--- src/rtl/dqe_pkg.sv ---
// Shared types and constants of the DNS question-name encoder.
package dqe_pkg;

  localparam int OFF_W    = 9;
  localparam int SUM_W    = 11;
  localparam int TOTAL_W  = 10;
  localparam int CFG_W    = 16;
  localparam int CFG_IDX_W = 2;

  localparam logic [OFF_W-1:0] MAX_LABEL = 9'd63;
  localparam logic [OFF_W-1:0] COUNT_SAT = 9'd511;
  localparam logic [7:0]       DOT_CHAR  = 8'd46;

  // register indexes
  localparam logic [CFG_IDX_W-1:0] REG_QTYPE  = 2'd0;
  localparam logic [CFG_IDX_W-1:0] REG_QCLASS = 2'd1;
  localparam logic [CFG_IDX_W-1:0] REG_LIMIT  = 2'd2;

  localparam logic [CFG_W-1:0] QTYPE_RST  = 16'd1;
  localparam logic [CFG_W-1:0] QCLASS_RST = 16'd1;
  localparam logic [OFF_W-1:0] LIMIT_RST  = 9'd507;

  // job queue
  localparam int JOB_DEPTH = 4;
  localparam int JOB_PTR_W = $clog2(JOB_DEPTH);
  localparam int JOB_CNT_W = $clog2(JOB_DEPTH + 1);

  // One classified item, handed from front to back.
  typedef struct packed {
    logic               is_end;   // end-of-name run, else one plain word
    logic               has_len;  // end run: last label non-empty
    logic               err;      // sticky error after this item
    logic [OFF_W-1:0]   off;      // word offset / label start
    logic [7:0]         data;     // character or label length
    logic [OFF_W-1:0]   term;     // terminator offset
    logic [OFF_W-1:0]   end_pos;  // first byte after terminator
    logic [TOTAL_W-1:0] total;    // question length, zero on error
  } job_t;

  typedef enum logic [5:0] {
    ST_LEN      = 6'b000001,
    ST_TERM     = 6'b000010,
    ST_TYPE_HI  = 6'b000100,
    ST_TYPE_LO  = 6'b001000,
    ST_CLASS_HI = 6'b010000,
    ST_CLASS_LO = 6'b100000
  } step_e;

endpackage

--- src/rtl/dqe_front.sv ---
// Front end: takes name items, tracks label state, builds jobs.
module dqe_front import dqe_pkg::*; (
  input  logic             clk_i,
  input  logic             rst_ni,
  input  logic             push_i,
  input  logic             kind_i,
  input  logic [7:0]       ch_i,
  input  logic [OFF_W-1:0] size_limit_i,
  input  logic             q_full_i,
  output logic             q_push_o,
  output job_t             q_job_o
);

  logic [OFF_W-1:0] label_start_q, label_start_d;
  logic [OFF_W-1:0] label_count_q, label_count_d;
  logic             failed_q, failed_d;

  logic             accept;
  logic [OFF_W-1:0] count_inc;
  logic [SUM_W-1:0] limit_w, next_pos, inc_end, term, end_pos, total_w;
  logic             has_len, fail_now, failed_new;

  assign accept   = push_i && !q_full_i;
  assign q_push_o = accept;

  always_comb begin
    limit_w   = {2'b00, size_limit_i};
    count_inc = (label_count_q == COUNT_SAT) ? label_count_q : label_count_q + 9'd1;
    next_pos  = {2'b00, label_start_q} + 11'd1 + {2'b00, label_count_q};
    inc_end   = {2'b00, label_start_q} + 11'd1 + {2'b00, count_inc};
    has_len   = (label_count_q != '0);
    term      = has_len ? next_pos : {2'b00, label_start_q};
    end_pos   = term + 11'd1;

    fail_now = 1'b0;
    if (kind_i) begin
      fail_now = (has_len && (label_count_q > MAX_LABEL)) || (end_pos > limit_w);
    end else if (ch_i == DOT_CHAR) begin
      fail_now = (label_count_q > MAX_LABEL) || (next_pos > limit_w);
    end else begin
      fail_now = (count_inc > MAX_LABEL) || (inc_end > limit_w);
    end
    failed_new = failed_q || fail_now;
    total_w    = failed_new ? '0 : end_pos + 11'd4;

    q_job_o.is_end  = kind_i;
    q_job_o.has_len = has_len;
    q_job_o.err     = failed_new;
    q_job_o.term    = term[OFF_W-1:0];
    q_job_o.end_pos = end_pos[OFF_W-1:0];
    q_job_o.total   = total_w[TOTAL_W-1:0];
    if (kind_i || (ch_i == DOT_CHAR)) begin
      q_job_o.off  = label_start_q;
      q_job_o.data = label_count_q[7:0];
    end else begin
      q_job_o.off  = next_pos[OFF_W-1:0];
      q_job_o.data = ch_i;
    end

    label_start_d = label_start_q;
    label_count_d = label_count_q;
    failed_d      = failed_q;
    if (accept) begin
      if (kind_i) begin
        label_start_d = '0;
        label_count_d = '0;
        failed_d      = 1'b0;
      end else if (ch_i == DOT_CHAR) begin
        label_start_d = next_pos[OFF_W-1:0];
        label_count_d = '0;
        failed_d      = failed_new;
      end else begin
        label_count_d = count_inc;
        failed_d      = failed_new;
      end
    end
  end

  always_ff @(posedge clk_i or negedge rst_ni) begin
    if (!rst_ni) begin
      label_start_q <= '0;
      label_count_q <= '0;
      failed_q      <= 1'b0;
    end else begin
      label_start_q <= label_start_d;
      label_count_q <= label_count_d;
      failed_q      <= failed_d;
    end
  end

endmodule

--- src/rtl/dqe_job_fifo.sv ---
// Short job queue between front and back.
module dqe_job_fifo import dqe_pkg::*; (
  input  logic clk_i,
  input  logic rst_ni,
  input  logic push_i,
  input  job_t job_i,
  output logic full_o,
  input  logic pop_i,
  output logic valid_o,
  output job_t job_o
);

  job_t                 mem_q [JOB_DEPTH];
  logic [JOB_PTR_W-1:0] wptr_q, wptr_d, rptr_q, rptr_d;
  logic [JOB_CNT_W-1:0] cnt_q, cnt_d;
  logic                 do_pop;

  assign full_o  = (cnt_q == JOB_CNT_W'(JOB_DEPTH));
  assign valid_o = (cnt_q != '0);
  assign job_o   = mem_q[rptr_q];
  assign do_pop  = pop_i && valid_o;

  always_comb begin
    wptr_d = push_i ? wptr_q + 1'b1 : wptr_q;
    rptr_d = do_pop ? rptr_q + 1'b1 : rptr_q;
    cnt_d  = cnt_q;
    if (push_i && !do_pop) begin
      cnt_d = cnt_q + 1'b1;
    end else if (!push_i && do_pop) begin
      cnt_d = cnt_q - 1'b1;
    end
  end

  always_ff @(posedge clk_i) begin
    if (push_i) begin
      mem_q[wptr_q] <= job_i;
    end
  end

  always_ff @(posedge clk_i or negedge rst_ni) begin
    if (!rst_ni) begin
      wptr_q <= '0;
      rptr_q <= '0;
      cnt_q  <= '0;
    end else begin
      wptr_q <= wptr_d;
      rptr_q <= rptr_d;
      cnt_q  <= cnt_d;
    end
  end

endmodule

--- src/rtl/dqe_back.sv ---
// Back end: expands jobs into byte writes and drives the output register.
module dqe_back import dqe_pkg::*; (
  input  logic               clk_i,
  input  logic               rst_ni,
  input  logic               job_valid_i,
  input  job_t               job_i,
  output logic               job_pop_o,
  input  logic [CFG_W-1:0]   query_type_i,
  input  logic [CFG_W-1:0]   query_class_i,
  output logic               empty_o,
  input  logic               pop_i,
  output logic [OFF_W-1:0]   out_offset_o,
  output logic [7:0]         out_byte_o,
  output logic               out_last_o,
  output logic               error_o,
  output logic [TOTAL_W-1:0] total_length_o
);

  step_e step_q, step_d, cur, nxt;

  logic               out_valid_q, out_valid_d;
  logic [OFF_W-1:0]   off_q, off_d;
  logic [7:0]         byte_q, byte_d;
  logic               last_q, last_d;
  logic               err_q;
  logic [TOTAL_W-1:0] total_q, total_d;

  logic adv, done;

  // a job is waiting and the output slot is free or being drained this cycle
  assign adv = job_valid_i && (!out_valid_q || pop_i);

  always_comb begin
    cur = (step_q == ST_LEN && !job_i.has_len) ? ST_TERM : step_q;
    off_d   = job_i.off;
    byte_d  = job_i.data;
    last_d  = 1'b0;
    total_d = '0;
    nxt     = ST_LEN;
    if (job_i.is_end) begin
      unique case (cur)
        ST_LEN: begin
          nxt = ST_TERM;
        end
        ST_TERM: begin
          off_d  = job_i.term;
          byte_d = '0;
          nxt    = ST_TYPE_HI;
        end
        ST_TYPE_HI: begin
          off_d  = job_i.end_pos;
          byte_d = query_type_i[15:8];
          nxt    = ST_TYPE_LO;
        end
        ST_TYPE_LO: begin
          off_d  = job_i.end_pos + 9'd1;
          byte_d = query_type_i[7:0];
          nxt    = ST_CLASS_HI;
        end
        ST_CLASS_HI: begin
          off_d  = job_i.end_pos + 9'd2;
          byte_d = query_class_i[15:8];
          nxt    = ST_CLASS_LO;
        end
        ST_CLASS_LO: begin
          off_d   = job_i.end_pos + 9'd3;
          byte_d  = query_class_i[7:0];
          last_d  = 1'b1;
          total_d = job_i.total;
          nxt     = ST_LEN;
        end
        default: begin
          nxt = ST_LEN;
        end
      endcase
    end
    done      = !job_i.is_end || (cur == ST_CLASS_LO);
    job_pop_o = adv && done;

    step_d = step_q;
    if (adv) begin
      step_d = done ? ST_LEN : nxt;
    end

    out_valid_d = out_valid_q;
    if (adv) begin
      out_valid_d = 1'b1;
    end else if (pop_i) begin
      out_valid_d = 1'b0;
    end
  end

  always_ff @(posedge clk_i or negedge rst_ni) begin
    if (!rst_ni) begin
      step_q      <= ST_LEN;
      out_valid_q <= 1'b0;
    end else begin
      step_q      <= step_d;
      out_valid_q <= out_valid_d;
    end
  end

  always_ff @(posedge clk_i) begin
    if (adv) begin
      off_q   <= off_d;
      byte_q  <= byte_d;
      last_q  <= last_d;
      err_q   <= job_i.err;
      total_q <= total_d;
    end
  end

  assign empty_o        = !out_valid_q;
  assign out_offset_o   = off_q;
  assign out_byte_o     = byte_q;
  assign out_last_o     = last_q;
  assign error_o        = err_q;
  assign total_length_o = total_q;

endmodule

--- src/rtl/dns_query_name_encoder_top.sv ---
// Top level of the DNS question-name encoder.
//
// Input side is a queue: present kind_i/ch_i with push, the word is taken on a
// clock edge where push is high and full is low. kind_i=0 carries one host
// name character (a dot closes a label), kind_i=1 ends the name.
// Output side is a queue too: while empty is low the oldest byte write sits on
// out_offset_o/out_byte_o with out_last_o, error_o and total_length_o; pop
// takes it. A character or dot gives one word, an end item gives five or six
// (length byte if the last label is non-empty, terminator, type, class).
// An accepted word passes through the job queue and then the output register.
// Throughput: one input word per cycle while full is low; one output word per
// cycle while pop keeps up, so an end item holds the back end for five or six
// words while the job queue (4 deep) absorbs input. full rises only when it fills.
// If the receiver stalls, the output register holds its word, the back end
// stops, the queue fills and full goes high; nothing is dropped.
// Reset (rst_ni low, async) clears label state, queue and the output valid flag;
// query type/class reset to 1 and the size limit to 507.
// Config writes (cfg_we_i, cfg_idx_i, cfg_wdata_i) are registered and are
// meant for idle periods only; index 3 is ignored.
module dns_query_name_encoder_top import dqe_pkg::*; (
  input  logic                 clk_i,
  input  logic                 rst_ni,
  input  logic                 cfg_we_i,
  input  logic [CFG_IDX_W-1:0] cfg_idx_i,
  input  logic [CFG_W-1:0]     cfg_wdata_i,
  input  logic                 push,
  output logic                 full,
  input  logic                 kind_i,
  input  logic [7:0]           ch_i,
  output logic                 empty,
  input  logic                 pop,
  output logic [OFF_W-1:0]     out_offset_o,
  output logic [7:0]           out_byte_o,
  output logic                 out_last_o,
  output logic                 error_o,
  output logic [TOTAL_W-1:0]   total_length_o
);

  // config registers
  logic [CFG_W-1:0] query_type_q, query_class_q;
  logic [OFF_W-1:0] size_limit_q;

  always_ff @(posedge clk_i or negedge rst_ni) begin
    if (!rst_ni) begin
      query_type_q  <= QTYPE_RST;
      query_class_q <= QCLASS_RST;
      size_limit_q  <= LIMIT_RST;
    end else if (cfg_we_i) begin
      unique case (cfg_idx_i)
        REG_QTYPE:  query_type_q  <= cfg_wdata_i;
        REG_QCLASS: query_class_q <= cfg_wdata_i;
        REG_LIMIT:  size_limit_q  <= cfg_wdata_i[OFF_W-1:0];
        default: ;  // unmapped index
      endcase
    end
  end

  logic q_push, q_full, q_valid, q_pop;
  job_t q_wjob, q_rjob;

  assign full = q_full;

  // front: label bookkeeping and error checks
  dqe_front u_front (
    .clk_i       (clk_i),
    .rst_ni      (rst_ni),
    .push_i      (push),
    .kind_i      (kind_i),
    .ch_i        (ch_i),
    .size_limit_i(size_limit_q),
    .q_full_i    (q_full),
    .q_push_o    (q_push),
    .q_job_o     (q_wjob)
  );

  // decouples the single-word front from the multi-word end runs
  dqe_job_fifo u_fifo (
    .clk_i  (clk_i),
    .rst_ni (rst_ni),
    .push_i (q_push),
    .job_i  (q_wjob),
    .full_o (q_full),
    .pop_i  (q_pop),
    .valid_o(q_valid),
    .job_o  (q_rjob)
  );

  // back: one byte write per cycle into the output register while the receiver keeps popping
  dqe_back u_back (
    .clk_i         (clk_i),
    .rst_ni        (rst_ni),
    .job_valid_i   (q_valid),
    .job_i         (q_rjob),
    .job_pop_o     (q_pop),
    .query_type_i  (query_type_q),
    .query_class_i (query_class_q),
    .empty_o       (empty),
    .pop_i         (pop),
    .out_offset_o  (out_offset_o),
    .out_byte_o    (out_byte_o),
    .out_last_o    (out_last_o),
    .error_o       (error_o),
    .total_length_o(total_length_o)
  );

endmodule

--- config.mk ---
export PLATFORM = sky130hd
export DESIGN_NAME = dns_query_name_encoder_top
export DESIGN_NICKNAME = d
export VERILOG_FILES = /design/src/rtl/dqe_pkg.sv /design/src/rtl/dqe_front.sv /design/src/rtl/dqe_job_fifo.sv /design/src/rtl/dqe_back.sv /design/src/rtl/dns_query_name_encoder_top.sv
export SDC_FILE = /design/constraint.sdc
export NUM_CORES = 1
export LEC_CHECK = 0
export BUFFER_PORTS_ARGS = -buffer_cell sky130_fd_sc_hd__buf_2
export CAP_MARGIN = 20
export CORE_MARGIN = 1
export CORE_UTILIZATION = 60
export DETAILED_ROUTE_END_ITERATION = 12
export PLACE_DENSITY = 0.83
export RECOVER_POWER = 100
export SETUP_SLACK_MARGIN = 0.5
export SLEW_MARGIN = 0
export SYNTH_ARGS = -nofsm -noshare
export SYNTH_HDL_FRONTEND = slang
export SYNTH_HIERARCHICAL = 1
export SYNTH_SLANG_ARGS = --single-unit
--- constraint.sdc ---
create_clock -name clk_i -period 5.5 [get_ports clk_i]
set_input_delay 1.1 -clock clk_i [delete_from_list [all_inputs] [get_ports clk_i]]
set_output_delay 1.1 -clock clk_i [all_outputs]
set_load 0.05 [all_outputs]
# After elaboration in Yosys (flattened, before gate mapping)
# Memory sizes are Yosys's and may differ from the RTL's.
# Index checks and enable logic that the tools add are counted.
# totals
out_inout_bits	31
mem_bits_rw	192
reg_bits	103
wordCells	105
memories	1
# classes
order_cmp	5
reduce_logical	32
eq_ne	12
addsub	13
mux	26
# memory_table
name	depth	word_bits	read_ports	rd_clocked_by_memory_dff	wr	line	text
u_fifo.mem_q	4	48	1	0	1	dqe_job_fifo.sv:13	job_t mem_q [JOB_DEPTH];
# op_table
op	count
9-bit two-way mux	6
9-bit case mux with 5 select lines	1
8-bit case mux with 5 select lines	1
11-bit by 9-bit greater-than comparator with 1-bit output	3
6-bit case mux with 5 select lines	1
11-bit by 9-bit adder with 11-bit output	2
9-bit by 1-bit adder with 9-bit output, second input constant	2
9-bit by 2-bit adder with 9-bit output, second input constant	2
9-bit by 6-bit greater-than comparator with 1-bit output, second input constant	2
6-bit two-way mux	3
17-bit two-way mux	1
6-bit by 1-bit == test with 1-bit output, second input constant	2
11-bit by 1-bit adder with 11-bit output, second input constant	1
11-bit two-way mux	1
10-bit by 3-bit adder with 10-bit output, second input constant	1
9-bit by 1-bit adder with 10-bit output, second input constant	1
10-bit two-way mux	1
2-bit AND reduction	5
9-bit == test, second input constant	1
9-bit nonzero test	1
8-bit by 6-bit == test with 1-bit output, second input constant	1
1-bit logical AND	8
1-bit two-way mux	8
8-bit two-way mux	1
17 further kinds	32

# Depth between registers and ports, before layout
# An unclocked memory read counts as a cell.
# depth
word_depth	11
depth_mapped	24

# By module
# Netlist, hierarchy kept.
# by_module_without_submodules
mod	area_each_um2	seq_area_each_um2	instances	cells_per_inst
dqe_job_fifo	7378.3	5940.7	1	285
dqe_front	3613.5	475.5	1	456
dqe_back	2260.9	1047.3	1	222
dns_query_name_encoder_top	1560.2	1038.5	1	87

# Worst setup path before layout
# OpenSTA, ideal clock, no wires.
# synth_path
kind	reg2reg
start	reg u_front.label_count_q[1]
end	mem u_fifo/mem_q[0][8] (netlist name), data pin
path_buffers	1
period_less_slack_ns	4.727
path_stages_with_launch	21
slack_ns	0.773
t_arrival_ns	4.541
t_required_ns	5.314
path_cell_list	dfrtp_1 > ha_1 > and3_1 > and3_1 > and3_1 > nand2_1 > xnor2_1 > ha_1 > fa_1 > a21oi_1 > nor2b_1 > o31ai_1 > a21oi_1 > xor2_1 > ha_1 > a2111o_1 > o21ai_0 > nand4_1 > o221a_2 > clkbuf_1 > a211oi_2
# synth_lines
element	line	text
from (decl)	dqe_front.sv:15	logic [OFF_W-1:0] label_count_q, label_count_d;
from (signal assigned)	dqe_front.sv:86	label_count_q <= label_count_d;
to (decl)	dqe_job_fifo.sv:13	

==> qor.yml <==
post-route-period-util_pct: 93.24
clock_group_share_of_total_power_pct: 24.2
route.antenna.remaining_nets: 0
synth_cell_type_count: 96
tightest_slew_ns: 2.922
final-max-slew-violation-count: 200
grt_setup_unrepaired: "yes"
worstReg2RegEnd: "u_fifo/mem_q[1][4]"
ffs_w_async_s_r_synth_pct: 25.08
antenna_cells_inserted: 0
clock_latency_ns: 0.56
share_of_synthesized_area_occupied_by_flip_flops_and_latches_pct: 57.40
max_buffers_root_to_sink: 3
setup.worst_path.start_class: "flop"
count_of_pins_on_the_block_boundary: 63
first_global_vias: 9700
cpMostUsedCell: "and3_4"
cts_tree: "yes"
cts_num_sinks: 295
maxCapViolations: 7
critical_path.cell_chain: "ha_4 -> and3_4 -> and3_4 -> and3_4 -> nand2_4 -> nand4_1 -> buf_4 -> xnor2_1 -> ha_1 -> nor2b_2 -> o31ai_4 -> a21oi_2 -> xor2_1 -> ha_1 -> a2111o_1 -> o21ai_1 -> nand4_1 -> o221a_1 -> nor3_2"
antenna_found_initial: 0
hold_viol: 0
timing.hold.worst.class: "reg2reg"
detailed_routing_iteration_count_for_the_pre_antenna_repair_pass: 9
maximum_fanout_along_the_worst_path: 6
worst_path_largest_cell_delay_ns: 0.52
ir_worst_vdd_mv: 0.2897
place_inst: 1410
postSynthCellCount: 1050
final.hold.worst_slack_ns: 0.4797
mappedNetlistArea_um2: 14810
edff_count_synth: 221
internal-power_mw: 5.365
p_leak_nw: 6.315
dpl.hpwl_um: 23520
post_synth.cell_area_avg_um2: 14.11
clock_tree.htree_level_count: 1
status: "finished, violations left"
globalRoute.totalOverflow: 0
grt_first_pass_wirelength_um: 54780
failed_checks: "max-capacitance violations, max-slew violations"
routed-via-count: 9772
fp-row-count: 57
yosys_warnings: 6
grt_max_degree: 75
drt-vias-per-instance: 6.598
cts_hold_repair.buffers: 0
cts-buffers-inserted: 31
combinationalPowerShare_pct: 34.9
detail_route.wl_per_cell_um: 24.30
min_from: "u_fifo/cnt_q[2]"
tns_ns: 0
num-nets-final: 1227
dr.first_iter.drc_count: 1108
layout-area-overhead-vs-synth_pct: 11.44
critPathRequiredTime_ns: 5.83
syn_nets: 1144
power.share.switching_pct: 36.12
drc_errors: 0
gr-usage-all-layers_pct: 28.11
max_clock_freq_mhz: 195.0
cts_root_buf: "clkbuf_16"
die-area_um2: 25320
arrival_ns: 5.46
reg2reg_from: "u_front/label_count_q[1]"
pwr-share-seq_pct: 40.9
clk_pin_slew_ns: 0.07
place.gp.congestion: 0.9638
finalClockSkew_ns: 0.01850
fp.dieH_um: 159.1
final-setup-viol-count: 0
port_buffers: 62
worst_hold_path.endpoint: "u_fifo/cnt_q[2]"
drive_above_1_share_pct: 22.30
min_period_ns: 5.128
worstHoldPathCells: 1
reg2reg_depth: 19
start_util_pct: 61.09
ys_seq_elements: 295
final_wirelength_um: 35980
switching_power_mw: 3.033
final_cells: 1481
p_per_area_nw_per_um2: 508.7
core_region_area_um2: 24250
end_kind: "flop"
totalPowerFinal_mw: 8.398
crit_type: "reg2reg"
crit_path_top_delay_cell: "o221a_1"
relSlewSlack_pct: -94.89
worst-r2r-setup-slack_ns: 0.37
synth_top_flop_cell: "edfxtp_1"
chip_width_um: 159.1
[final cells by class]
cell class,count,area (um2)
Fill cell,1620,7741
Tap cell,324,405.4
Sequential cell,295,8509
Clock inverter,13,102.6
Timing Repair Buffer,99,489.2
Clock buffer,44,895.9
Multi-Input combinational cell,659,5928
Inverter,47,176.4
[worst max path at each step]
| stage | from | end |
|---|---|---|
| 6_report | u_front/label_count_q[1] | u_fifo/mem_q[1][4] |
| 5_1_grt | u_front/label_count_q[0] | u_fifo/mem_q[2][4] |
| 4_1_cts | u_front/label_start_q[1] | u_fifo/mem_q[0][45] |
| 3_5_place_dp | u_front/label_count_q[1] | u_fifo/mem_q[1][45] |
| 3_3_place_gp | u_front/label_count_q[1] | u_fifo/mem_q[0][45] |
| 2_1_floorplan | u_front/label_count_q[1] | u_fifo/mem_q[0][8] |
[routing by layer]
metal  wire (um)  track usage [%]
met1       13950            38.06
met5           0                0
met3        3061            3.569
met2       17570            47.11
met4        1396            10.31
[kinds of logic (layout without fill, tap and decap cells)]
kind of cell / after synthesis / in the layout / synth area share [%]
DFF: 295 / 295 / 57.40
and+or+nand+nor: 261 / 262 / 10.09
AOI/OAI and AO/OA: 194 / 195 / 9.452
muxes: 101 / 101 / 11.39
buffers and inverters: 98 / 203 / 3.869
adders and majority gates: 62 / 62 / 5.440
xor gates and xnor gates: 39 / 39 / 2.357
[state kept, by name, summed over array words and instances, names as in the netlist, 3 cells and up]
name,flops
u_back/out_offset_o,9
size_limit_q,9
u_front/label_start_q,9
u_back/out_byte_o,8
u_fifo/cnt_q,3
u_front/label_count_q,9
u_back/step_q,6
u_back/total_length_o,10
query_type_q,16
query_class_q,16
u_fifo/mem_q,192
[cells in the mapped netlist (all sizes together), types with 11 or more instances]
master | number | share of area (%)
o21ai | 39 | 1.3
mux4 | 48 | 7.3
edfxtp | 221 | 45
and2 | 12 | 0.51
xnor2 | 27 | 1.6
a21oi | 25 | 0.84
inv | 46 | 1.2
clkbuf | 15 | 0.39
a211oi | 12 | 0.71
nand3 | 21 | 0.74
xor2 | 12 | 0.71
mux2 | 51 | 3.9
a22oi | 18 | 0.91
nor3 | 16 | 0.82
and3 | 21 | 0.92
a22o | 11 | 0.65
dfstp | 11 | 2.0
nand4 | 12 | 0.51
nand2b | 11 | 0.46
buf | 36 | 2.3
a31oi | 19 | 0.84
dfrtp | 63 | 11
nor2 | 57 | 1.4
nand2 | 59 | 1.5
ha | 58 | 4.9
[power groups by stage]
| stage | registers, mW | clock network, mW | logic [mW] |
|---|---|---|---|
| after CTS | 3.42 | 2.04 | 2.95 |
| final | 3.44 | 2.03 | 2.93 |
| after global placement | 3.42 | 0 | 2.82 |
| after global routing | 3.49 | 2.13 | 3.09 |
| after detailed placement | 3.45 | 0 | 2.89 |
| after floorplan | 3.63 | 0 | 2.02 |
[worst max-delay path, delay by kind of cell (launching register included)]
family / cells / cell delay [ns]
flops: 1 / 0.46
buf+inv: 1 / 0.20
xor+xnor: 2 / 0.28
simple gates: 8 / 1.72
compound gates: 5 / 1.40
fa+ha+maj: 3 / 0.85
[placed cells by master (no fill, tap or decap), types with 6 or more instances in the layout]
master	n
edfxtp_1	221
clkbuf_1	62
dfrtp_1	57
nand2_1	57
ha_1	55
nor2_1	54
mux4_2	48
inv_1	46
mux2_2	39
clkbuf_16	32
o21ai_0	32
buf_2	27
a21oi_1	23
xnor2_1	21
nand3_1	20
a22oi_1	18
a31oi_1	17
and3_1	17
buf_4	16
mux2_1	12
nand4_1	12
dfstp_2	11
nand2b_1	11
a22o_1	11
xor2_1	10
nor3_1	8
a211oi_1	8
o21a_1	7
and2_0	7
nor3_2	7
clkinv_2	6
nor2b_1	6
dfrtp_2	6
xnor2_2	6
o21ai_1	6
[stage by stage]
stage	worst slack (ns)	util, %	instance area (um2)
after floorplan	0.7734	-	14810
after global placement	0.3534	63.23	15330
after detailed placement	0.2386	63.23	15330
after CTS	0.5099	67.67	16410
after global routing	0.2490	68.08	16510
final	0.3720	68.08	16510
[timing repair]
action                                  4_1_cts  5_1_grt
resized for setup                            13       51
buffers inserted                              2        9
gates cloned                                  0        2
endpoints found under the setup margin       45       45
pin swaps                                     2       10
Power figures use the tool's default switching activity.
